`src/rtl/hpwl_pkg.sv`:
```
// Shared types and constants for the net half-perimeter wirelength block.
package hpwl_pkg;

    localparam int COORD_BITS   = 20;
    localparam int LEN_BITS     = COORD_BITS + 2;
    localparam int SUM_BITS     = COORD_BITS + 14;
    localparam int CFG_IDX_BITS = 2;

    // configuration register indexes
    localparam logic [CFG_IDX_BITS-1:0] REG_BOARD_MIN_X = 2'd0;
    localparam logic [CFG_IDX_BITS-1:0] REG_BOARD_MIN_Y = 2'd1;
    localparam logic [CFG_IDX_BITS-1:0] REG_BOARD_MAX_X = 2'd2;
    localparam logic [CFG_IDX_BITS-1:0] REG_BOARD_MAX_Y = 2'd3;

    // cell orientation codes
    localparam logic [2:0] ORIENT_R0   = 3'd0;
    localparam logic [2:0] ORIENT_R90  = 3'd1;
    localparam logic [2:0] ORIENT_R180 = 3'd2;
    localparam logic [2:0] ORIENT_R270 = 3'd3;

    typedef logic signed [COORD_BITS-1:0] t_coord;

    typedef struct packed {
        t_coord     center_x;
        t_coord     center_y;
        logic [2:0] orientation;
        t_coord     offset_x;
        t_coord     offset_y;
        logic       pin_present;
        logic       last_in_net;
        logic       last_net;
    } t_pin;

    typedef struct packed {
        logic [LEN_BITS-1:0] net_length;
        logic [SUM_BITS-1:0] total_length;
        logic                design_done;
    } t_result;

    typedef struct packed {
        t_coord min_x;
        t_coord min_y;
        t_coord max_x;
        t_coord max_y;
    } t_box;

endpackage

```
`src/rtl/hpwl_pin_xform.sv`:
```
// Pin position: cell centre plus orientation-rotated offset, saturated.
module hpwl_pin_xform
    import hpwl_pkg::*;
(
    input  t_pin   i_pin,
    output t_coord o_px,
    output t_coord o_py
);

    logic signed [COORD_BITS:0] cx, cy, ox, oy, sx, sy;

    function automatic t_coord sat(input logic signed [COORD_BITS:0] v);
        t_coord r;
        if (v[COORD_BITS] != v[COORD_BITS-1]) begin
            r = v[COORD_BITS] ? {1'b1, {(COORD_BITS-1){1'b0}}}
                              : {1'b0, {(COORD_BITS-1){1'b1}}};
        end else begin
            r = v[COORD_BITS-1:0];
        end
        return r;
    endfunction

    assign cx = {i_pin.center_x[COORD_BITS-1], i_pin.center_x};
    assign cy = {i_pin.center_y[COORD_BITS-1], i_pin.center_y};
    assign ox = {i_pin.offset_x[COORD_BITS-1], i_pin.offset_x};
    assign oy = {i_pin.offset_y[COORD_BITS-1], i_pin.offset_y};

    always_comb begin
        unique case (i_pin.orientation)
            ORIENT_R0: begin
                sx = cx + ox;
                sy = cy + oy;
            end
            ORIENT_R90: begin
                sx = cx + oy;
                sy = cy - ox;
            end
            ORIENT_R180: begin
                sx = cx - ox;
                sy = cy - oy;
            end
            ORIENT_R270: begin
                sx = cx - oy;
                sy = cy + ox;
            end
            default: begin  // unrotated codes: centre only
                sx = cx;
                sy = cy;
            end
        endcase
    end

    assign o_px = sat(sx);
    assign o_py = sat(sy);

endmodule

```
`src/rtl/hpwl_box_track.sv`:
```
// Net bounding box tracker; hands the finished box of each net downstream.
module hpwl_box_track
    import hpwl_pkg::*;
(
    input  logic   i_clk,
    input  logic   i_rst_n,
    input  t_box   i_board_box,   // inverted start box from the board edges
    input  t_pin   i_pin,
    input  t_coord i_px,
    input  t_coord i_py,
    input  logic   i_fire,        // pin register consumed this cycle
    input  logic   i_take,        // next stage takes a held box
    output logic   o_free,
    output logic   o_fin_vld,
    output t_box   o_fin,
    output logic   o_fin_done
);

    t_box r_box, n_box, cur_box;
    logic r_box_used;
    logic r_fin_vld;
    t_box r_fin;
    logic r_fin_done;

    // untouched box follows the live board registers
    assign cur_box = r_box_used ? r_box : i_board_box;

    always_comb begin
        n_box = cur_box;
        if (i_pin.pin_present) begin
            if (i_px < cur_box.min_x) n_box.min_x = i_px;
            if (i_px > cur_box.max_x) n_box.max_x = i_px;
            if (i_py < cur_box.min_y) n_box.min_y = i_py;
            if (i_py > cur_box.max_y) n_box.max_y = i_py;
        end
    end

    assign o_free = !r_fin_vld || i_take;

    always_ff @(posedge i_clk) begin
        if (!i_rst_n) begin
            r_box_used <= 1'b0;
            r_fin_vld  <= 1'b0;
        end else begin
            if (i_fire) begin
                r_box_used <= i_pin.last_in_net ? 1'b0 : (r_box_used | i_pin.pin_present);
            end
            if (i_fire && i_pin.last_in_net) begin
                r_fin_vld <= 1'b1;
            end else if (i_take) begin
                r_fin_vld <= 1'b0;
            end
        end
    end

    always_ff @(posedge i_clk) begin
        if (i_fire) begin
            r_box <= n_box;
        end
        if (i_fire && i_pin.last_in_net) begin
            r_fin      <= n_box;
            r_fin_done <= i_pin.last_net;
        end
    end

    assign o_fin_vld  = r_fin_vld;
    assign o_fin      = r_fin;
    assign o_fin_done = r_fin_done;

endmodule

```
`src/rtl/hpwl_len_stage.sv`:
```
// Half-perimeter of a finished box, registered.
module hpwl_len_stage
    import hpwl_pkg::*;
(
    input  logic                i_clk,
    input  logic                i_rst_n,
    input  logic                i_vld,
    input  t_box                i_box,
    input  logic                i_done,
    input  logic                i_take,
    output logic                o_free,
    output logic                o_vld,
    output logic [LEN_BITS-1:0] o_len,
    output logic                o_done
);

    logic signed [COORD_BITS:0] dx, dy;
    logic [COORD_BITS:0]        ax, ay;
    logic [LEN_BITS-1:0]        n_len;
    logic                       load;
    logic                       r_vld;
    logic [LEN_BITS-1:0]        r_len;
    logic                       r_done;

    assign dx = {i_box.max_x[COORD_BITS-1], i_box.max_x}
              - {i_box.min_x[COORD_BITS-1], i_box.min_x};
    assign dy = {i_box.max_y[COORD_BITS-1], i_box.max_y}
              - {i_box.min_y[COORD_BITS-1], i_box.min_y};
    assign ax = dx[COORD_BITS] ? (COORD_BITS+1)'(0) - dx : dx;
    assign ay = dy[COORD_BITS] ? (COORD_BITS+1)'(0) - dy : dy;
    assign n_len = {1'b0, ax} + {1'b0, ay};

    assign o_free = !r_vld || i_take;
    assign load   = i_vld && o_free;

    always_ff @(posedge i_clk) begin
        if (!i_rst_n) begin
            r_vld <= 1'b0;
        end else if (load) begin
            r_vld <= 1'b1;
        end else if (i_take) begin
            r_vld <= 1'b0;
        end
    end

    always_ff @(posedge i_clk) begin
        if (load) begin
            r_len  <= n_len;
            r_done <= i_done;
        end
    end

    assign o_vld  = r_vld;
    assign o_len  = r_len;
    assign o_done = r_done;

endmodule

```
`src/rtl/hpwl_sum_stage.sv`:
```
// Saturating running total and the result output register.
module hpwl_sum_stage
    import hpwl_pkg::*;
(
    input  logic                i_clk,
    input  logic                i_rst_n,
    input  logic                i_vld,
    input  logic [LEN_BITS-1:0] i_len,
    input  logic                i_done,
    input  logic                i_out_stall,
    output logic                o_free,
    output logic                o_valid,
    output t_result             o_result
);

    logic [SUM_BITS:0]   sum_ext;
    logic [SUM_BITS-1:0] n_total;
    logic                load;
    logic [SUM_BITS-1:0] r_sum;
    logic                r_out_vld;
    t_result             r_out;

    assign sum_ext = {1'b0, r_sum} + (SUM_BITS+1)'(i_len);
    assign n_total = sum_ext[SUM_BITS] ? {SUM_BITS{1'b1}} : sum_ext[SUM_BITS-1:0];

    assign o_free = !r_out_vld || !i_out_stall;
    assign load   = i_vld && o_free;

    always_ff @(posedge i_clk) begin
        if (!i_rst_n) begin
            r_sum     <= '0;
            r_out_vld <= 1'b0;
        end else begin
            if (load) begin
                r_sum <= i_done ? '0 : n_total;
            end
            if (load) begin
                r_out_vld <= 1'b1;
            end else if (!i_out_stall) begin
                r_out_vld <= 1'b0;
            end
        end
    end

    always_ff @(posedge i_clk) begin
        if (load) begin
            r_out.net_length   <= i_len;
            r_out.total_length <= n_total;
            r_out.design_done  <= i_done;
        end
    end

    assign o_valid  = r_out_vld;
    assign o_result = r_out;

endmodule

```
`src/rtl/net_hpwl_accumulator.sv`:
```
// Top level: half-perimeter wirelength per net with a saturating running total.
//
//  channel  direction  handshake             payload
//  -------  ---------  --------------------  ------------------------------
//  in       sink       i_in_valid/o_in_stall  i_in_pin (t_pin), one pin
//  out      source     o_out_valid/i_out_stall o_out_result (t_result)
//  cfg      sink       i_cfg_we               i_cfg_idx, i_cfg_data
//
// One pin per cycle sustained while no net-ending pin waits on a full box stage.
// A net result leaves through pin reg -> box reg -> length reg -> output reg after
// its last pin transfers in; the box min/max update loop sets the pin rate.
// Reset (sync, active low) empties all stages, zeroes the board registers and
// the running total. A stalled output only blocks pins that end a net once the
// stages behind it are full; pins inside a net keep flowing.
module net_hpwl_accumulator
    import hpwl_pkg::*;
(
    input  logic                    i_clk,
    input  logic                    i_rst_n,
    input  logic                    i_in_valid,
    output logic                    o_in_stall,
    input  t_pin                    i_in_pin,
    output logic                    o_out_valid,
    input  logic                    i_out_stall,
    output t_result                 o_out_result,
    input  logic                    i_cfg_we,
    input  logic [CFG_IDX_BITS-1:0] i_cfg_idx,
    input  t_coord                  i_cfg_data
);

    // board edges
    t_coord r_board_min_x, r_board_min_y, r_board_max_x, r_board_max_y;
    t_box   board_box;

    // pin register
    logic   r_in_vld;
    t_pin   r_in;
    logic   in_xfer;
    logic   pin_fire;

    t_coord px, py;

    logic   fin_free, fin_vld, fin_done;
    t_box   fin_box;
    logic   len_free, len_vld, len_done;
    logic [LEN_BITS-1:0] len_val;
    logic   out_free;

    always_ff @(posedge i_clk) begin
        if (!i_rst_n) begin
            r_board_min_x <= '0;
            r_board_min_y <= '0;
            r_board_max_x <= '0;
            r_board_max_y <= '0;
        end else if (i_cfg_we) begin
            unique case (i_cfg_idx)
                REG_BOARD_MIN_X: r_board_min_x <= i_cfg_data;
                REG_BOARD_MIN_Y: r_board_min_y <= i_cfg_data;
                REG_BOARD_MAX_X: r_board_max_x <= i_cfg_data;
                REG_BOARD_MAX_Y: r_board_max_y <= i_cfg_data;
                default: ;
            endcase
        end
    end

    // box starts inverted: min at the far edge, max at the near edge
    assign board_box.min_x = r_board_max_x;
    assign board_box.min_y = r_board_max_y;
    assign board_box.max_x = r_board_min_x;
    assign board_box.max_y = r_board_min_y;

    // a net-ending pin needs room for its finished box
    assign pin_fire   = r_in_vld && (!r_in.last_in_net || fin_free);
    assign o_in_stall = r_in_vld && !pin_fire;
    assign in_xfer    = i_in_valid && !o_in_stall;

    always_ff @(posedge i_clk) begin
        if (!i_rst_n) begin
            r_in_vld <= 1'b0;
        end else if (in_xfer) begin
            r_in_vld <= 1'b1;
        end else if (pin_fire) begin
            r_in_vld <= 1'b0;
        end
    end

    always_ff @(posedge i_clk) begin
        if (in_xfer) begin
            r_in <= i_in_pin;
        end
    end

    hpwl_pin_xform u_xform (
        .i_pin (r_in),
        .o_px  (px),
        .o_py  (py)
    );

    hpwl_box_track u_box (
        .i_clk       (i_clk),
        .i_rst_n     (i_rst_n),
        .i_board_box (board_box),
        .i_pin       (r_in),
        .i_px        (px),
        .i_py        (py),
        .i_fire      (pin_fire),
        .i_take      (len_free),
        .o_free      (fin_free),
        .o_fin_vld   (fin_vld),
        .o_fin       (fin_box),
        .o_fin_done  (fin_done)
    );

    hpwl_len_stage u_len (
        .i_clk   (i_clk),
        .i_rst_n (i_rst_n),
        .i_vld   (fin_vld),
        .i_box   (fin_box),
        .i_done  (fin_done),
        .i_take  (out_free),
        .o_free  (len_free),
        .o_vld   (len_vld),
        .o_len   (len_val),
        .o_done  (len_done)
    );

    hpwl_sum_stage u_sum (
        .i_clk       (i_clk),
        .i_rst_n     (i_rst_n),
        .i_vld       (len_vld),
        .i_len       (len_val),
        .i_done      (len_done),
        .i_out_stall (i_out_stall),
        .o_free      (out_free),
        .o_valid     (o_out_valid),
        .o_result    (o_out_result)
    );

    // total includes this net, or sits saturated above it
    a_total_covers_net: assert property (@(posedge i_clk) disable iff (!i_rst_n)
        o_out_valid |-> (o_out_result.total_length >= SUM_BITS'(o_out_result.net_length)))
        else $error("total below net length");

    // two spans of at most 2^(COORD_BITS)-1 each
    a_len_bound: assert property (@(posedge i_clk) disable iff (!i_rst_n)
        o_out_valid |-> (o_out_result.net_length <= LEN_BITS'(2 * ((1 << COORD_BITS) - 1))))
        else $error("net length out of range");

    // a held net end with a full box stage must back-pressure the input
    a_net_end_blocks: assert property (@(posedge i_clk) disable iff (!i_rst_n)
        (r_in_vld && r_in.last_in_net && fin_vld && !len_free) |-> o_in_stall)
        else $error("net end not stalled");

    // box stage never drops a finished box while the next stage is full
    a_box_held: assert property (@(posedge i_clk) disable iff (!i_rst_n)
        (fin_vld && !len_free) |=> fin_vld)
        else $error("finished box lost");

endmodule

```
`config.mk`:
```
export PLATFORM = sky130hd
export DESIGN_NAME = net_hpwl_accumulator
export DESIGN_NICKNAME = d
export VERILOG_FILES = /design/src/rtl/hpwl_pkg.sv /design/src/rtl/hpwl_pin_xform.sv /design/src/rtl/hpwl_box_track.sv /design/src/rtl/hpwl_len_stage.sv /design/src/rtl/hpwl_sum_stage.sv /design/src/rtl/net_hpwl_accumulator.sv
export SDC_FILE = /design/constraint.sdc
export NUM_CORES = 1
export LEC_CHECK = 0
export BUFFER_PORTS_ARGS = -buffer_cell sky130_fd_sc_hd__buf_2
export CORE_MARGIN = 2
export CORE_UTILIZATION = 41
export CTS_CLUSTER_DIAMETER = 50
export CTS_CLUSTER_SIZE = 10
export DETAILED_ROUTE_END_ITERATION = 10
export REMOVE_ABC_BUFFERS = 1
export SLEW_MARGIN = 20
export SYNTH_ARGS = -nofsm -noshare
export SYNTH_HDL_FRONTEND = slang
export SYNTH_HIERARCHICAL = 1
export SYNTH_SLANG_ARGS = --single-unit
```
`constraint.sdc`:
```
create_clock -name i_clk -period 9.3 [get_ports i_clk]
set_input_delay 0.93 -clock i_clk [delete_from_list [all_inputs] [get_ports i_clk]]
set_output_delay 0.93 -clock i_clk [all_outputs]
set_load 0.02 [all_outputs]
```
# Word-level counts from Yosys, hierarchy flattened
# Index checks and enable logic that the tools add are counted.
totals:
  ramBits: 0
  reg_bits: 446
  output_inout_bits: 59
  latch_bits: 0
  mem_bits_ro: 0
  mem_count: 0
classes:
  reduce_logical: 26
  addsub: 14
  multipliers: 0
  div: 0
  shifts: 0
  muxes: 25
  n_bitwise: 1
  magnitude_cmp: 4
  eq_ne: 9
op_table:
  columns: ["cell", "count"]
  rows:
  - ["$pmux 21 s4", 2]
  - ["$mux 20", 8]
  - ["$mux 80", 2]
  - ["$sub 20x20->21", 6]
  - ["$add 20x20->21", 4]
  - ["$mux 34", 2]
  - ["$mux 21", 2]
  - ["$sub 1x21->21 const A", 2]
  - ["$gt 20x20->1", 2]
  - ["$lt 20x20->1", 2]
  - ["$add 34x22->35", 1]
  - ["$add 21x21->22", 1]
  - ["$mux 1", 9]
  - ["$reduce_and 2->1", 4]
  - ["$logic_not 1->1", 7]
  - ["$eq 3x2->1 const B", 2]
  - ["$logic_and 1x1->1", 6]
  - ["$reduce_bool 2->1", 3]
  - ["$eq 2x2->1 const B", 2]
  - ["$logic_or 1x1->1", 4]
  - ["$eq 3x1->1 const B", 1]
  - ["$logic_not 3->1", 1]
  - ["$eq 2x1->1 const B", 1]
  - ["$logic_not 2->1", 1]
  - ["3 further kinds", 4]

# Depth between registers and ports, before layout
depth:
  ltp_word: 11
  ltp_mapped: 28
  ltp_nobuf: 26

# Cells and area by module
# Netlist, hierarchy kept.
by_module_without_submodules:
  columns: ["module", "seq_area_each_um2", "area_each_um2", "instances", "cells_per_inst"]
  rows:
  - ["hpwl_box_track", 4874.7, 9056.2, 1, 712]
  - ["net_hpwl_accumulator", 4204.0, 5546.6, 1, 377]
  - ["hpwl_len_stage", 710.7, 5073.6, 1, 643]
  - ["hpwl_pin_xform", 0.0, 4921.0, 1, 777]
  - ["hpwl_sum_stage", 2412.3, 4629.4, 1, 435]

# Worst setup path before layout
# OpenSTA, ideal clock, no wires.
synth_timing:
  path_kind: "input to register"
  start: "input port i_out_stall"
  end: "register u_box.r_fin, in the netlist u_box/o_fin[0], enable pin"
  path_stages: 7
  setup_time_ns: 0.433
  required_time_ns: 8.867
  arrival_time_ns: 9.574
  path_buffers: 0
  path_slack_ns: -0.707
  cell_sequence: "nand2_1 > nand2b_1 > nand2b_1 > inv_1 > a21boi_0 > nand2_1 > inv_1"
synth_via:
  elab_chain_cells: 7
synth_lines:
  columns: ["item", "line_no", "source"]
  rows:
  - ["from (decl)", "net_hpwl_accumulator.sv:24", "input logic i_out_stall,"]
  - ["$logic_not 1->1", "hpwl_sum_stage.sv:26", "assign o_free = !r_out_vld || !i_out_stall;"]
  - ["$logic_or 1x1->1", "hpwl_sum_stage.sv:26", null]
  - ["$logic_or 1x1->1", "hpwl_len_stage.sv:33", "assign o_free = !r_vld || i_take;"]
  - ["named net len_free", "net_hpwl_accumulator.sv:45", "logic len_free, len_vld, len_done;"]
  - ["$logic_or 1x1->1", "hpwl_box_track.sv:38", "assign o_free = !r_fin_vld || i_take;"]
  - ["named net fin_free", "net_hpwl_accumulator.sv:43", "logic fin_free, fin_vld, fin_done;"]
  - ["$logic_or 1x1->1", "net_hpwl_accumulator.sv:73", "assign pin_fire = r_in_vld && (!r_in.last_in_net || fin_free);"]
  - ["$logic_and 1x1->1", "net_hpwl_accumulator.sv:73", null]
  - ["named net pin_fire", "net_hpwl_accumulator.sv:39", "logic pin_fire;"]
  - ["$logic_and 1x1->1", "hpwl_box_track.sv:60", "if (i_fire && i_pin.last_in_net) begin"]
  - ["to (signal assigned)", "hpwl_box_track.sv:61", "r_fin <= n_box;"]
  - ["to (decl)", "hpwl_box_track.sv:22", "t_box r_fin;"]
# The timed path passes the listed nets, and every way through them passes these cells.
# A chain may end at the register's enable or synchronous reset.

==> metrics.cfg <==
[synthesis]
synthArstFlopShare_pct=0
avgSynthCellArea_sq_um=9.93
yosysSeqAreaShare_pct=41.7
synth_top_area_share_pct=33.6
syn_area_sq_um=29200
synth_top_family_by_area=compound AO/OA/AOI/OAI gates
muxShareOfSynthArea_pct=7.97
yosys-top-cells-area=edfxtp_1 (34%), ha_1 (8.9%), dfxtp_1 (8.2%)
ys_types=113
synth-adder-area-share_pct=9.32
synth_seq_cells=446
synth_edf_count=327
synth_compound_area_share_pct=18.5
synth_cells=2944
synth-simple-area-share_pct=13.4
synth-warning-count=6
ys.flop_type=edfxtp_1
synth_top_area_cell=edfxtp_1
yosys.area_share.xor_xnor_pct=4.88

[flow_run]
max_cap_viol_count=0

[place]
dp_slack_ns=0.512
port_buffers=171
hpwlAfterDp_um=63300
placed_area_sq_um=31100
place.gp.congestion=0.939

[grt]
antenna_found_initial=4
grt_pass1_vias=22700
gr-usage-all-layers_pct=22.3
overflow=0
grt_start_max_net_pins=77
grt_pass1_wl_um=130000

[clocking]
path_clk_slew_ns=0.06
h-tree-depth=2
cts_tree=done
post_cts.repair.setup_buffers=0
clkSinkCount=446
cts_buffers=61
cts_resized=0
clockBufferDepth=3
cts_hold_buf=0
clockRootBuffer=clkbuf_16
insertion_delay_ns=0.65

[drt]
wl_um=83800
drcViolationCount=0
drt-vias-per-instance=5.73
ant_nets=0
dr.pass1.iters=6
met2_length_um=38500
via_count=23400
top_layer_used=met5
avgRoutedWirePerCell_um=20.5
met3_length_um=4360
drtIter0Drc=1867
wl_met1_um=37500

[timing]
post-route-period-util_pct=92.5
hold_violations=0
setup_viol_count_final=0
worst_pin_slew_ns=1.15
slew_viol_final=0
setup_ws_ns=0.694
period_minus_slack_ns=8.61
fin_skew_ns=0.0460
rsz0062_at_grt=false
max_freq_mhz=116
hold_slack_ns=0.436
slew_headroom_pct=23.4

[cells_and_area]
final_nets=3414
syn_to_final_growth_pct=13.0
mostFrequentLayoutCells=nand2_1 (327), edfxtp_1 (327), mux2i_1 (218), ha_1 (208), a21oi_1 (184)
layout-drive-gt1-share_pct=12.7
fillers=6558
finish.instance_area_sq_um=33000

[die]
die_w_um=271
initial_core_util_pct=41.6
io_pins=172
num_rows=97
die-area_sq_um=73400
die_y_um=271
coreArea_sq_um=70300

[critical_path]
r2r_slack_ns=0.69
worst_ep_arrival_time_ns=8.93
cp-end-kind=flop
worstPathMaxFanout=20
cp.required_ns=9.62
worstSetupStartpointType=flop
path_class=reg2reg

[power]
ir_drop_v=0.000167
p_leak_nw=13.3
power.density_nw_per_um2=234

[run_status]
status=finished, final reports clean

[min_path]
hp-class=reg2reg

flip-flops by register name (all words and copies together), names as in the netlist, 20 cells and up:
register,flops
r_board_max_y,20
r_board_max_x,20
u_sum/o_result,57
u_len/o_len,22
u_box/r_box,80
u_box/o_fin,80
r_board_min_y,20
r_in,86
r_board_min_x,20
u_sum/r_sum,34
where the power goes:
part	internal, mW	switching [mW]	total, mW
combinational	1.16	1.82	2.99
sequential	2.43	0.0984	2.53
clock	1.32	0.900	2.22
total	4.92	2.82	7.74
cell families after synthesis:
family | Yosys count
simple gates | 822
fa+ha+maj | 214
xor+xnor | 161
mux | 231
flops | 446
buf+inv | 302
compound gates | 768
cell usage after synthesis (all sizes together), types with 8 or more instances:
library cell	count
a22o	23
nand2b	21
a2111oi	8
dfxtp	119
a21o	45
nand3	69
o21ai	129
a2bb2oi	18
a211o	11
ha	208
nor3b	25
edfxtp	327
or3	15
nor2	155
xnor2	110
o21bai	12
o22ai	41
a21oi	191
a22oi	25
a21boi	12
nand2	327
inv	163
o211ai	25
nor4	15
o21a	21
or2	13
a211oi	43
buf	50
nor2b	23
or4	8
o31ai	19
a31oi	48
a311oi	12
mux2i	220
and3	26
nand4	20
mux2	11
nor3	67
and2	8
xor2	51
clkbuf	87
a221oi	10
stage by stage:
step                utilization (%)  setup TNS (ns)  instances  total power, mW
CTS                            47.0               0       4075             7.75
detailed placement             44.2               0       3964             5.51
finish                         47.0               0       4076             7.74
global route                   47.0               0       4075             8.19
global placement               44.2               0       3964             5.43
floorplan                         -          -83.18       2807             4.71
worst max-delay path, stage by stage (launching register included):
cell	delay [ns]
edfxtp_1	0.43
inv_1	0.12
ha_1	0.23
nor4b_1	0.69
nand3_1	0.42
or2_2	0.45
nor3_1	0.29
nor2_1	0.09
xor2_1	0.16
a221oi_1	0.33
ha_1	0.35
nand3_1	0.11
a31oi_1	0.04
o31a_1	0.29
a311oi_1	0.39
xnor2_2	0.22
xor2_4	0.48
a21oi_1	0.24
a2bb2oi_1	0.47
ha_1	0.25
nor2_1	0.06
a311oi_2	0.26
a221oi_2	0.12
o311ai_4	0.27
buf_4	0.29
and3_1	0.96
a221oi_1	0.28
layout make-up:
class | count | area (sq um) | share of cell area [%]
Multi-Input combinational cell | 2196 | 15900 | 48.1
Tap cell | 940 | 1180 | 3.56
Sequential cell | 446 | 12200 | 36.9
Inverter | 165 | 619 | 1.87
Clock buffer | 92 | 1740 | 5.26
Antenna cell | 1 | 2.50 | 0.00757
Timing Repair Buffer | 217 | 1220 | 3.68
Clock inverter | 19 | 205 | 0.621
path summary, 6_finish.rpt:
path | startpoint | end | cells past startpoint
min | u_box/o_fin_done | u_len/o_done | 0
max reg2reg | r_in[4] | u_box/o_fin[60] | 26
min reg2reg | u_box/o_fin_done | u_len/o_done | 0
max | r_in[4] | u_box/o_fin[60] | 26
metal layers:
metal	vias to the layer above	track usage, %
li1	11300	-
met1	11100	29.9
met2	771	36.7
met3	156	3.13
met4	8	8.42
met5	-	0
No activity file was read; power rests on OpenSTA's default activity.
